==> config.mk <==
export PLATFORM = sky130hd
export DESIGN_NAME = time_of_day_event_table
export DESIGN_NICKNAME = d
export VERILOG_FILES = /design/src/hdl/tdet_pkg.sv /design/src/hdl/tdet_front.sv /design/src/hdl/tdet_back.sv /design/src/hdl/time_of_day_event_table.sv
export SDC_FILE = /design/constraint.sdc
export NUM_CORES = 2
export LEC_CHECK = 0
export BUFFER_PORTS_ARGS = -buffer_cell sky130_fd_sc_hd__buf_2
export CORE_ASPECT_RATIO = 1.25
export CORE_UTILIZATION = 50
export CTS_BUF_LIST = sky130_fd_sc_hd__clkbuf_4 sky130_fd_sc_hd__clkbuf_8 sky130_fd_sc_hd__clkbuf_16
export DETAILED_ROUTE_END_ITERATION = 16
export GPL_ROUTABILITY_DRIVEN = 0
export PLACE_DENSITY = 0.66
export SLEW_MARGIN = 5
export SYNTH_ARGS = -nofsm -noshare
export SYNTH_HDL_FRONTEND = slang
export SYNTH_SLANG_ARGS = --single-unit
==> constraint.sdc <==
create_clock -name clk_i -period 12.6 [get_ports clk_i]
set_input_delay 3.15 -clock clk_i [delete_from_list [all_inputs] [get_ports clk_i]]
set_output_delay 3.15 -clock clk_i [all_outputs]
set_load 0.01 [all_outputs]
==> src/hdl/tdet_pkg.sv <==
// shared constants, codes and types of the time-of-day event table
`timescale 1ns / 1ps

package tdet_pkg;

  // table shape
  localparam int TABLE_DEPTH = 16;
  localparam int DUR_WORDS   = 4;
  localparam int IO_WORDS    = 4;
  localparam int COPY_WORDS  = (IO_WORDS < DUR_WORDS) ? IO_WORDS : DUR_WORDS;

  // field widths
  localparam int TIME_W  = 16;
  localparam int WORD_W  = 16;
  localparam int MODE_W  = 2;
  localparam int START_W = 4;

  // index into the table and entry count (count can hold the depth itself)
  localparam int IDX_W = (TABLE_DEPTH > 1) ? $clog2(TABLE_DEPTH) : 1;
  localparam int CNT_W = $clog2(TABLE_DEPTH + 1);

  // front-to-back queue, depth is a power of two so pointers wrap naturally
  localparam int QUEUE_DEPTH = 2;
  localparam int QPTR_W      = $clog2(QUEUE_DEPTH);
  localparam int QFILL_W     = $clog2(QUEUE_DEPTH + 1);

  // mode codes on the input channel
  localparam logic [MODE_W-1:0] MODE_ADD   = 2'd0;
  localparam logic [MODE_W-1:0] MODE_START = 2'd1;
  localparam logic [MODE_W-1:0] MODE_TICK  = 2'd2;

  // classified operation
  typedef enum logic [1:0] {
    OP_NOP,
    OP_ADD,
    OP_START,
    OP_TICK
  } op_e;

  // queued item
  typedef struct packed {
    op_e                             op;
    logic [TIME_W-1:0]               time_value;
    logic [IO_WORDS-1:0][WORD_W-1:0] dur;
  } item_t;

  // one table row
  typedef struct packed {
    logic                             active;
    logic [TIME_W-1:0]                time_value;
    logic [DUR_WORDS-1:0][WORD_W-1:0] dur;
  } row_t;

  // one result beat
  typedef struct packed {
    logic                            fired;
    logic [START_W-1:0]              start_index;
    logic [IO_WORDS-1:0][WORD_W-1:0] dur;
  } result_t;

endpackage

==> src/hdl/tdet_front.sv <==
// input front end: mode decode and a short item queue toward the back end
`timescale 1ns / 1ps

module tdet_front (
  input  logic                                               clk_i,
  input  logic                                               rst_ni,
  input  logic                                               in_valid_i,
  output logic                                               in_ready_o,
  input  logic [tdet_pkg::MODE_W-1:0]                        mode_i,
  input  logic [tdet_pkg::TIME_W-1:0]                        time_value_i,
  input  logic [tdet_pkg::IO_WORDS-1:0][tdet_pkg::WORD_W-1:0] dur_i,
  output logic                                               q_valid_o,
  output tdet_pkg::item_t                                    q_item_o,
  input  logic                                               q_pop_i
);

  tdet_pkg::item_t                    slots_q [tdet_pkg::QUEUE_DEPTH];
  tdet_pkg::item_t                    new_item;
  logic [tdet_pkg::QPTR_W-1:0]        wr_ptr_q, wr_ptr_d;
  logic [tdet_pkg::QPTR_W-1:0]        rd_ptr_q, rd_ptr_d;
  logic [tdet_pkg::QFILL_W-1:0]       fill_q, fill_d;
  logic                               push;
  logic                               pop;

  // classify the incoming beat
  always_comb begin
    new_item.time_value = time_value_i;
    new_item.dur        = dur_i;
    case (mode_i)
      tdet_pkg::MODE_ADD:   new_item.op = tdet_pkg::OP_ADD;
      tdet_pkg::MODE_START: new_item.op = tdet_pkg::OP_START;
      tdet_pkg::MODE_TICK:  new_item.op = tdet_pkg::OP_TICK;
      default:              new_item.op = tdet_pkg::OP_NOP;
    endcase
  end

  // queue handshakes
  assign in_ready_o = (fill_q != tdet_pkg::QFILL_W'(tdet_pkg::QUEUE_DEPTH));
  assign q_valid_o  = (fill_q != '0);
  assign q_item_o   = slots_q[rd_ptr_q];
  assign push       = in_valid_i & in_ready_o;
  assign pop        = q_pop_i & q_valid_o;

  // pointer and fill update
  always_comb begin
    wr_ptr_d = push ? wr_ptr_q + tdet_pkg::QPTR_W'(1) : wr_ptr_q;
    rd_ptr_d = pop ? rd_ptr_q + tdet_pkg::QPTR_W'(1) : rd_ptr_q;
    fill_d   = fill_q;
    if (push && !pop) begin
      fill_d = fill_q + tdet_pkg::QFILL_W'(1);
    end else if (pop && !push) begin
      fill_d = fill_q - tdet_pkg::QFILL_W'(1);
    end
  end

  always_ff @(posedge clk_i or negedge rst_ni) begin
    if (!rst_ni) begin
      wr_ptr_q <= '0;
      rd_ptr_q <= '0;
      fill_q   <= '0;
    end else begin
      wr_ptr_q <= wr_ptr_d;
      rd_ptr_q <= rd_ptr_d;
      fill_q   <= fill_d;
    end
  end

  // queue storage
  always_ff @(posedge clk_i) begin
    if (push) begin
      slots_q[wr_ptr_q] <= new_item;
    end
  end

endmodule

==> src/hdl/tdet_back.sv <==
// back end: table memory, exchange sort, locate scan, tick firing and result register
`timescale 1ns / 1ps

module tdet_back (
  input  logic                clk_i,
  input  logic                rst_ni,
  input  logic                q_valid_i,
  input  tdet_pkg::item_t     q_item_i,
  output logic                q_pop_o,
  output logic                out_valid_o,
  input  logic                out_ready_i,
  output tdet_pkg::result_t   result_o
);

  typedef enum logic [6:0] {
    S_IDLE     = 7'b0000001,
    S_SORT_LDI = 7'b0000010,
    S_SORT_CMP = 7'b0000100,
    S_SORT_WRI = 7'b0001000,
    S_LOC_CMP  = 7'b0010000,
    S_TICK_CHK = 7'b0100000,
    S_TICK_CLR = 7'b1000000
  } state_e;

  state_e                        state_q, state_d;
  tdet_pkg::item_t               item_q, item_d;
  tdet_pkg::row_t                hold_q, hold_d;
  tdet_pkg::row_t                rd_q;
  tdet_pkg::result_t             res_q, res_d;
  logic [tdet_pkg::CNT_W-1:0]    count_q, count_d;
  logic [tdet_pkg::CNT_W-1:0]    i_q, i_d;
  logic [tdet_pkg::CNT_W-1:0]    j_q, j_d;
  logic [tdet_pkg::CNT_W-1:0]    i_inc, j_inc, cur_inc;
  logic [tdet_pkg::CNT_W-1:0]    loc_idx, loc_final;
  logic [tdet_pkg::IDX_W-1:0]    cur_q, cur_d;
  logic [tdet_pkg::IDX_W-1:0]    last_q, last_d;
  logic [tdet_pkg::IDX_W-1:0]    clr_q, clr_d;
  logic                          last_vld_q, last_vld_d;
  logic                          out_valid_q, out_valid_d;
  logic                          res_load;
  logic                          loc_done;

  // table memory, one row per entry
  tdet_pkg::row_t                mem [tdet_pkg::TABLE_DEPTH];
  logic                          mem_we;
  logic [tdet_pkg::IDX_W-1:0]    mem_waddr;
  tdet_pkg::row_t                mem_wdata;
  logic [tdet_pkg::IDX_W-1:0]    rd_addr;
  tdet_pkg::row_t                add_row;

  assign i_inc   = i_q + tdet_pkg::CNT_W'(1);
  assign j_inc   = j_q + tdet_pkg::CNT_W'(1);
  assign cur_inc = tdet_pkg::CNT_W'(cur_q) + tdet_pkg::CNT_W'(1);

  // final located index: the one before the first later entry, wrapping to 0
  assign loc_final = ((loc_idx == '0) || (loc_idx == count_q)) ?
                     '0 : loc_idx - tdet_pkg::CNT_W'(1);

  // row written by an add
  always_comb begin
    add_row.active     = 1'b0;
    add_row.time_value = q_item_i.time_value;
    add_row.dur        = '0;
    for (int w = 0; w < tdet_pkg::COPY_WORDS; w++) begin
      add_row.dur[w] = q_item_i.dur[w];
    end
  end

  // sequencer
  always_comb begin
    state_d     = state_q;
    item_d      = item_q;
    hold_d      = hold_q;
    count_d     = count_q;
    i_d         = i_q;
    j_d         = j_q;
    cur_d       = cur_q;
    last_d      = last_q;
    last_vld_d  = last_vld_q;
    clr_d       = clr_q;
    mem_we      = 1'b0;
    mem_waddr   = '0;
    mem_wdata   = hold_q;
    rd_addr     = '0;
    q_pop_o     = 1'b0;
    res_load    = 1'b0;
    res_d       = '0;
    loc_done    = 1'b0;
    loc_idx     = j_q;

    case (state_q)
      S_IDLE: begin
        if (q_valid_i && !out_valid_q) begin
          q_pop_o = 1'b1;
          item_d  = q_item_i;
          case (q_item_i.op)
            tdet_pkg::OP_ADD: begin
              if (count_q < tdet_pkg::CNT_W'(tdet_pkg::TABLE_DEPTH)) begin
                mem_we    = 1'b1;
                mem_waddr = count_q[tdet_pkg::IDX_W-1:0];
                mem_wdata = add_row;
                count_d   = count_q + tdet_pkg::CNT_W'(1);
              end
              res_load = 1'b1;
            end
            tdet_pkg::OP_START: begin
              last_vld_d = 1'b0;
              if (count_q == '0) begin
                cur_d    = '0;
                res_load = 1'b1;
              end else begin
                i_d     = '0;
                rd_addr = '0;
                state_d = S_SORT_LDI;
              end
            end
            tdet_pkg::OP_TICK: begin
              if (tdet_pkg::CNT_W'(cur_q) < count_q) begin
                rd_addr = cur_q;
                state_d = S_TICK_CHK;
              end else begin
                res_load = 1'b1;
              end
            end
            default: begin
              res_load = 1'b1;
            end
          endcase
        end
      end

      // hold row i, then sweep j over the rest
      S_SORT_LDI: begin
        hold_d = rd_q;
        if (i_inc >= count_q) begin
          j_d     = '0;
          rd_addr = '0;
          state_d = S_LOC_CMP;
        end else begin
          j_d     = i_inc;
          rd_addr = i_inc[tdet_pkg::IDX_W-1:0];
          state_d = S_SORT_CMP;
        end
      end

      // exchange held row with row j when j is earlier
      S_SORT_CMP: begin
        if (hold_q.time_value > rd_q.time_value) begin
          mem_we    = 1'b1;
          mem_waddr = j_q[tdet_pkg::IDX_W-1:0];
          mem_wdata = hold_q;
          hold_d    = rd_q;
        end
        j_d = j_inc;
        if (j_inc < count_q) begin
          rd_addr = j_inc[tdet_pkg::IDX_W-1:0];
        end else begin
          state_d = S_SORT_WRI;
        end
      end

      // write back row i and fetch row i + 1
      S_SORT_WRI: begin
        mem_we    = 1'b1;
        mem_waddr = i_q[tdet_pkg::IDX_W-1:0];
        mem_wdata = hold_q;
        i_d       = i_inc;
        rd_addr   = i_inc[tdet_pkg::IDX_W-1:0];
        state_d   = S_SORT_LDI;
      end

      // count entries at or before now
      S_LOC_CMP: begin
        if (rd_q.time_value <= item_q.time_value) begin
          if (j_inc < count_q) begin
            j_d     = j_inc;
            rd_addr = j_inc[tdet_pkg::IDX_W-1:0];
          end else begin
            loc_idx  = count_q;
            loc_done = 1'b1;
          end
        end else begin
          loc_idx  = j_q;
          loc_done = 1'b1;
        end
        if (loc_done) begin
          cur_d             = loc_final[tdet_pkg::IDX_W-1:0];
          res_d.start_index = tdet_pkg::START_W'(loc_final);
          res_load          = 1'b1;
          state_d           = S_IDLE;
        end
      end

      // fire the current entry when due and not active
      S_TICK_CHK: begin
        res_load = 1'b1;
        state_d  = S_IDLE;
        if (!rd_q.active && (rd_q.time_value == item_q.time_value)) begin
          mem_we           = 1'b1;
          mem_waddr        = cur_q;
          mem_wdata        = rd_q;
          mem_wdata.active = 1'b1;
          res_d.fired      = 1'b1;
          for (int w = 0; w < tdet_pkg::COPY_WORDS; w++) begin
            res_d.dur[w] = rd_q.dur[w];
          end
          cur_d      = (cur_inc >= count_q) ? '0 : cur_inc[tdet_pkg::IDX_W-1:0];
          last_d     = cur_q;
          last_vld_d = 1'b1;
          clr_d      = last_q;
          if (last_vld_q) begin
            rd_addr = last_q;
            state_d = S_TICK_CLR;
          end
        end
      end

      // drop the active flag of the previously fired entry
      S_TICK_CLR: begin
        mem_we           = 1'b1;
        mem_waddr        = clr_q;
        mem_wdata        = rd_q;
        mem_wdata.active = 1'b0;
        state_d          = S_IDLE;
      end

      default: begin
        state_d = S_IDLE;
      end
    endcase
  end

  // result register
  always_comb begin
    out_valid_d = out_valid_q;
    if (res_load) begin
      out_valid_d = 1'b1;
    end else if (out_ready_i) begin
      out_valid_d = 1'b0;
    end
  end

  assign out_valid_o = out_valid_q;
  assign result_o    = res_q;

  // control state
  always_ff @(posedge clk_i or negedge rst_ni) begin
    if (!rst_ni) begin
      state_q     <= S_IDLE;
      count_q     <= '0;
      i_q         <= '0;
      j_q         <= '0;
      cur_q       <= '0;
      last_q      <= '0;
      last_vld_q  <= 1'b0;
      out_valid_q <= 1'b0;
    end else begin
      state_q     <= state_d;
      count_q     <= count_d;
      i_q         <= i_d;
      j_q         <= j_d;
      cur_q       <= cur_d;
      last_q      <= last_d;
      last_vld_q  <= last_vld_d;
      out_valid_q <= out_valid_d;
    end
  end

  // payload registers
  always_ff @(posedge clk_i) begin
    item_q <= item_d;
    hold_q <= hold_d;
    clr_q  <= clr_d;
    if (res_load) begin
      res_q <= res_d;
    end
  end

  // memory write port and registered read port
  always_ff @(posedge clk_i) begin
    if (mem_we) begin
      mem[mem_waddr] <= mem_wdata;
    end
    rd_q <= mem[rd_addr];
  end

endmodule

==> src/hdl/time_of_day_event_table.sv <==
// Time-of-day event table, top level.
//
// Input channel (in_valid_i / in_ready_o) takes one beat per item: mode_i picks
// add entry, start (sort by time and locate) or tick at time_value_i. Output
// channel (out_valid_o / out_ready_i) gives exactly one beat per item: fired_o,
// start_index_o and the four duration words of a fired entry, zero otherwise.
// Items go through a two-deep queue into the back end, which works one item
// at a time against a table memory with one write and one registered read port.
// An add, an ignored item, a start on an empty table and a tick with no entry
// to look at load the result straight from idle; other ticks first read the
// pointed-at entry. A start on a non-empty table runs the exchange sort over
// the stored entries, then the locate scan. A tick that also clears an older
// flag passes through an extra clear state. The next item leaves the queue
// once the back end is idle and the previous result beat has been taken;
// while the receiver stalls the result holds, the queue fills, and then
// in_ready_o drops.
// Reset empties the table, sets the pointer to entry 0 and forgets the last
// fired entry; no memory clearing pass is needed.
`timescale 1ns / 1ps

module time_of_day_event_table (
  input  logic                          clk_i,
  input  logic                          rst_ni,
  input  logic                          in_valid_i,
  output logic                          in_ready_o,
  input  logic [tdet_pkg::MODE_W-1:0]   mode_i,
  input  logic [tdet_pkg::TIME_W-1:0]   time_value_i,
  input  logic [tdet_pkg::WORD_W-1:0]   dur_0_i,
  input  logic [tdet_pkg::WORD_W-1:0]   dur_1_i,
  input  logic [tdet_pkg::WORD_W-1:0]   dur_2_i,
  input  logic [tdet_pkg::WORD_W-1:0]   dur_3_i,
  output logic                          out_valid_o,
  input  logic                          out_ready_i,
  output logic                          fired_o,
  output logic [tdet_pkg::START_W-1:0]  start_index_o,
  output logic [tdet_pkg::WORD_W-1:0]   out_dur_0_o,
  output logic [tdet_pkg::WORD_W-1:0]   out_dur_1_o,
  output logic [tdet_pkg::WORD_W-1:0]   out_dur_2_o,
  output logic [tdet_pkg::WORD_W-1:0]   out_dur_3_o
);

  logic [tdet_pkg::IO_WORDS-1:0][tdet_pkg::WORD_W-1:0] in_dur;
  logic                                                q_valid;
  logic                                                q_pop;
  tdet_pkg::item_t                                     q_item;
  tdet_pkg::result_t                                   result;

  // gather duration words of the input beat
  assign in_dur[0] = dur_0_i;
  assign in_dur[1] = dur_1_i;
  assign in_dur[2] = dur_2_i;
  assign in_dur[3] = dur_3_i;

  // decode and queue
  tdet_front u_front (
    .clk_i        (clk_i),
    .rst_ni       (rst_ni),
    .in_valid_i   (in_valid_i),
    .in_ready_o   (in_ready_o),
    .mode_i       (mode_i),
    .time_value_i (time_value_i),
    .dur_i        (in_dur),
    .q_valid_o    (q_valid),
    .q_item_o     (q_item),
    .q_pop_i      (q_pop)
  );

  // table operations
  tdet_back u_back (
    .clk_i       (clk_i),
    .rst_ni      (rst_ni),
    .q_valid_i   (q_valid),
    .q_item_i    (q_item),
    .q_pop_o     (q_pop),
    .out_valid_o (out_valid_o),
    .out_ready_i (out_ready_i),
    .result_o    (result)
  );

  // result beat fields
  assign fired_o       = result.fired;
  assign start_index_o = result.start_index;
  assign out_dur_0_o   = result.dur[0];
  assign out_dur_1_o   = result.dur[1];
  assign out_dur_2_o   = result.dur[2];
  assign out_dur_3_o   = result.dur[3];

endmodule

**After elaboration in Yosys (flattened, before gate mapping)**

Memory sizes are Yosys's and may differ from the RTL's. A register that Yosys moved wholly into a read port is not among the register bits.
Cells that the tools add are included.

- Reductions and logical operators: 31
- Muxes and demuxes: 81
- Div/mod/pow operators: 0
- Equality and inequality tests: 28
- Shifts and indexed selects: 0
- Magnitude comparators: 7
- Add/sub/neg operators: 9
- $mul: 0
- Bitwise logic cells: 2

Operators with widths:

| operator | count |
|---|---|
| $mux 81 | 5 |
| $pmux 81 s3 | 1 |
| $pmux 81 s2 | 1 |
| $mux 4 | 20 |
| $mux 5 | 10 |
| $mux 7 | 7 |
| $pmux 7 s6 | 1 |
| $pmux 4 s6 | 1 |
| $mux 1 | 23 |
| $pmux 4 s5 | 1 |
| $eq 16x16->1 | 1 |
| $gt 16x16->1 | 1 |
| $le 16x16->1 | 1 |
| $add 5x1->5 const B | 3 |
| $pmux 5 s3 | 1 |
| $ne 2x1->1 const B | 7 |
| $pmux 7 s2 | 1 |
| $pmux 4 s3 | 1 |
| $reduce_and 4->1 | 3 |
| $reduce_and 6->1 | 2 |
| $reduce_bool 2->1 | 6 |
| $ge 5x5->1 | 2 |
| $logic_not 5->1 | 2 |
| $pmux 5 s2 | 1 |
| other kinds (35) | 56 |

- Register bits after elaboration: 206
- Output and inout bits: 71
- Memories: 2
- Bits in latches: 0
- Logic and storage cells: 185
- Bits in writable memories: 1460
- ROM bits: 0

Memories:

| memory | depth | width | read ports | clocked after memory_dff | wr ports | RTL line | text |
|---|---|---|---|---|---|---|---|
| u_back.mem | 16 | 81 | 1 | 1 | 1 | tdet_back.sv:44 | `tdet_pkg::row_t mem [tdet_pkg::TABLE_DEPTH];` |
| u_front.slots_q | 2 | 82 | 1 | 0 | 1 | tdet_front.sv:17 | `tdet_pkg::item_t slots_q [tdet_pkg::QUEUE_DEPTH];` |

**Logic depth before layout (Yosys ltp)**

- Word-level depth: 10
- Depth in mapped cells: 17

**By module**

From an unflattened synthesis, not the netlist that was laid out.

- Cells, all modules: 3745
- Area total of the unflattened synthesis: 67419.7 sq um

By module, submodules not included:

| module | instances | sequential area each (sq um) | area an instance (sq um) | cells each |
|---|---|---|---|---|
| tdet_back | 1 | 46445.8 | 60905.9 | 3465 |
| tdet_front | 1 | 5024.8 | 6513.7 | 280 |

**Least setup slack after synthesis**

No wires, ideal clock.

- Path type: in2reg
- Start point: input in_valid_i
- End point: memory u_front.slots_q[0][0] in the netlist's numbering, enable pin
- Setup time: 0.523 ns
- Arrival time: 6.661 ns
- Cell stages on the path: 2
- Path slack: 5.417 ns
- Cells stage by stage: nand2_1 > nor2_1

- Longest elaborated chain between the ends: 3

Ends and longest elaborated chain:

| item | RTL line | text |
|---|---|---|
| from (decl) | time_of_day_event_table.sv:24 | `input logic in_valid_i,` |
| $and 1x1->1 | tdet_front.sv:41 | `assign push = in_valid_i & in_ready_o;` |
| $mux 1 | tdet_front.sv:70 | `if (push) begin` |
| $mux 1 (implied by the code) | tdet_front.sv:71 | `slots_q[wr_ptr_q] <= new_item;` |
| to (decl) | tdet_front.sv:17 |  |

No other way between the ends.

**Worst setup path after layout**

- Start point: register, netlist name u_back.rd_q[75]
- End point: register, netlist name u_back.rd_q[10]

- Longest elaborated chain between the ends: 4
- Elaborated cells on any way between the ends: 6
- Classes of those cells: order compare (1); eq/ne (1); mux (3); reduce/logical (1)

Ends and longest elaborated chain:

| item | RTL line | text |
|---|---|---|
| branches (longest 3 deep; another with $le 16x16->1) | -- |  |
| $pmux 4 s6 (*) | tdet_back.sv:91 | `case (state_q)` |

Mark *: on every way between the ends.
A chain may end at the register's enable or synchronous reset.

==> run summary <==
result of the run = finished, final reports clean
total CTS buffers = 166
synthesized area per cell = 17.3 sq um
EDFF count, synth = 1,630
number of global-route vias before repair = 35,600
Core Rows = 150
Cell Area, Synth = 67,900 sq um
Synth area leaders = edfxtp_1 72%, mux2i_1 9.2%, dfxtp_1 2.4%, mux2_2 1.6%, o22ai_1 1.5%
Worst Reg2Reg Path Length in Cells = 16
sequential area share after synthesis = 75.8%
Die Footprint = 137,000 sq um
share of layout cells above drive strength 1 = 15.4%
setup bufs post-CTS = 0
Die H = 414 microns
Mapped Cells = 3,921
Fin. Hold Viols = 0
area of the core = 134,000 sq um
CTS root buf = clkbuf_16
Hold Path Origin = u_back.rd_q[39]
Worst-Skew Late Latency = 0.79 ns
top-area cell type share of the netlist area = 72.1%
worst r2r src = u_back.rd_q[75]
Synth area leader = edfxtp_1
CTS sink count = 1,747
global-route wire length before repair = 231 mm
Setup violations, final = 0
minimum clock period = 6.74 ns
CTS Hold Bufs = 0
PortBufs = 156
DR iter-0 viols = 3,233
Final ANT Viol Nets = 0
RSZ-0062 raised after global routing = no
CTS tree = built
reg2reg setup slack = 5.86 ns
Die W = 332 microns
Setup TNS = 0 ns
Fmax achieved = 148 MHz
clk slew on worst S/H paths = 0.06 ns
Post-CTS Resized = 0
CP Max Fanout = 137
Slew HR = 10.7%
Slew @ Worst Pin = 1.33 ns
critical path's slowest cell = buf_4
synthesis-to-layout area growth = 12.0%
count leader, synth = edfxtp_1
worst path cell trace = ha_1, nand4_1, nor4_1, nor2b_1, nand2_1, clkinv_2, buf_4, a32oi_1, nand2_1, a31o_4, buf_12, buf_4, mux2_2, a21oi_1, o21ai_1, a211o_1
Tot GR Track Use = 22.8%
RR Endpoint = u_back.rd_q[10]
Vias/cell = 5.94
Synthesis Warnings = 0
Worst Clk Skew = 0.0278 ns
total power = 15.0 mW
Leakage = 26.1 nW
Fillers = 10,100
Crit. End Element = flip-flop
H-tree depth = 4
crit path launch type = flip-flop
Synth async-reset ratio = 2.06%
initial antenna violation count = 3
crit-path max cell delay = 0.86 ns
pin count of the biggest net entering global routing = 147
top_reg_cell synth = edfxtp_1
clock buffer depth = 3
ANT cells = 0
Pins Over Slew Limit = 0
Worst Path Arrival = 7.41 ns
Post-Syn Nets = 4,066
total gr overflow = 0
CP Class = flip-flop to flip-flop
PD cells = 198 nW/um^2
CP required = 13.27 ns
HPWL Detailed = 83.5 mm
final wirelength = 158 mm
fin crit share = 53.5%
WHS Endpoint = u_back.hold_q[39]
Yosys cell types = 72
drt first pass iters = 7
Max VDD drop = 0.162 mV
hold depth = 0
commonest cells in the netlist = 1,630 x edfxtp_1, 623 x mux2i_1, 163 x nand2_1
fin nets = 4,240
IO Count = 157
Initial Util = 50.6%
WL per Instance = 26.3 microns
drt drc = 0
DR vias = 35,600
synthesis-stage register bit count = 1,747
worst hold path class = flip-flop to flip-flop
max cap viols = 0
## layout make-up
| class | count | area (sq um) | share of cell area [%] |
|---|---|---|---|
| multi-input cells | 1899 | 15300 | 20.1 |
| flip-flops and latches | 1747 | 51500 | 67.7 |
| inverters | 54 | 204 | 0.268 |
| repair buffers | 227 | 1340 | 1.76 |
| clock inverters | 97 | 880 | 1.16 |
| well taps | 1748 | 2190 | 2.88 |
| clock buffers | 216 | 4660 | 6.13 |
## per-stage QoR
| stage | setup WS (ns) | hold WS (ns) | instances | area (sq um) | util, % |
|---|---|---|---|---|---|
| final | 5.86 | 0.457 | 5988 | 76000 | 56.6 |
| after global routing | 5.42 | 0.466 | 5988 | 76000 | 56.6 |
| after CTS | 5.84 | 0.452 | 5987 | 76000 | 56.6 |
| after detailed placement | 5.88 | 0.444 | 5674 | 70500 | 52.5 |
| after global placement | 6.06 | 0.435 | 5674 | 70500 | 52.5 |
| after floorplan | 5.42 | 0.409 | 3921 | 67900 | - |
## metal layers
layer / routed length (microns) / global-route usage, % / vias up / part of all wire (%)
met5: 0 / 0 / - / 0
met4: 2970 / 6.24 / 0 / 1.9
met3: 10400 / 3.52 / 197 / 6.6
met2: 76500 / 37.9 / 1234 / 49
met1: 67700 / 31.3 / 18300 / 43
li1: - / - / 15900 / -
## state kept, by name, summed over array words and instances (netlist names), 2 cells and up
name             flops
u_back.count_q       5
u_back.hold_q       81
u_back.cur_q         4
u_back.rd_q         81
u_front.fill_q       2
u_back.clr_q         4
u_back.result_o     69
u_front.slots_q    164
u_back.mem        1296
u_back.i_q           5
u_back.state_q       7
u_back.last_q        4
u_back.j_q           5
u_back.item_q       16
## placed cells by master, fill, tap and decap left out, types with 7 or more instances in the layout
cell type,synthesis,routed
a211o_1,82,82
a21oi_1,99,99
a221o_1,29,29
a221oi_1,83,83
a22oi_1,22,22
a31oi_1,8,8
and2_1,70,68
and3_1,8,7
buf_2,72,156
buf_4,16,69
bufinv_16,0,14
clkbuf_16,0,171
clkbuf_4,0,38
clkbuf_8,0,7
clkinv_1,0,31
clkinv_2,0,36
dfrtp_1,35,34
dfxtp_1,81,81
edfxtp_1,1630,1630
ha_1,59,59
inv_1,54,53
inv_6,0,8
mux2_2,97,97
mux2i_1,623,623
nand2_1,163,161
nand2b_1,18,18
nand3_1,14,12
nand4_1,8,8
nor2_1,74,57
nor2_4,0,17
nor2b_1,9,9
nor3_1,12,11
o211ai_1,40,40
o21ai_0,83,83
o21ai_1,33,33
o22ai_1,160,160
xnor2_1,15,15
xor2_1,9,9
## logic make-up after synthesis
| family | count (synthesis) | share of synthesized area, % |
|---|---|---|
| AO/OA/AOI/OAI | 690 | 7.02 |
| adder cells (fa/ha/maj) | 59 | 1.09 |
| AND/OR/NAND/NOR | 406 | 2.92 |
| buffers and inverters | 275 | 2.02 |
| XOR/XNOR | 24 | 0.310 |
| multiplexers | 720 | 10.8 |
| flip-flops | 1747 | 75.8 |
## report_power, final
group          internal [mW]  switching (mW)  leakage, nW
Sequential              7.28           0.273         15.9
Combinational          0.776            1.68         7.40
Clock                   2.91            2.12         2.78
## worst max-delay path by stage
stage	start	to	slack, ns	depth (start not counted)
after floorplan	in_valid_i	u_front.slots_q[0][0]	5.42	2
after global placement	u_back.item_q[75]	u_back.rd_q[75]	6.06	17
after detailed placement	u_back.item_q[75]	u_back.rd_q[44]	5.88	17
after CTS	u_back.rd_q[75]	u_back.rd_q[7]	5.84	16
after global routing	u_back.item_q[75]	u_back.rd_q[7]	5.42	17
final	u_back.rd_q[75]	u_back.rd_q[10]	5.86	16
## worst max-delay path: cells and delay by family (launching register included)
family,cells,cell delay (ns)
adder cells (fa/ha/maj),1,0.33
flip-flops,1,0.36
AO/OA/AOI/OAI,5,1.06
multiplexers,1,0.42
AND/OR/NAND/NOR,5,1.74
buffers and inverters,4,2.37
Note: power is estimated with default switching activity, not from simulation.
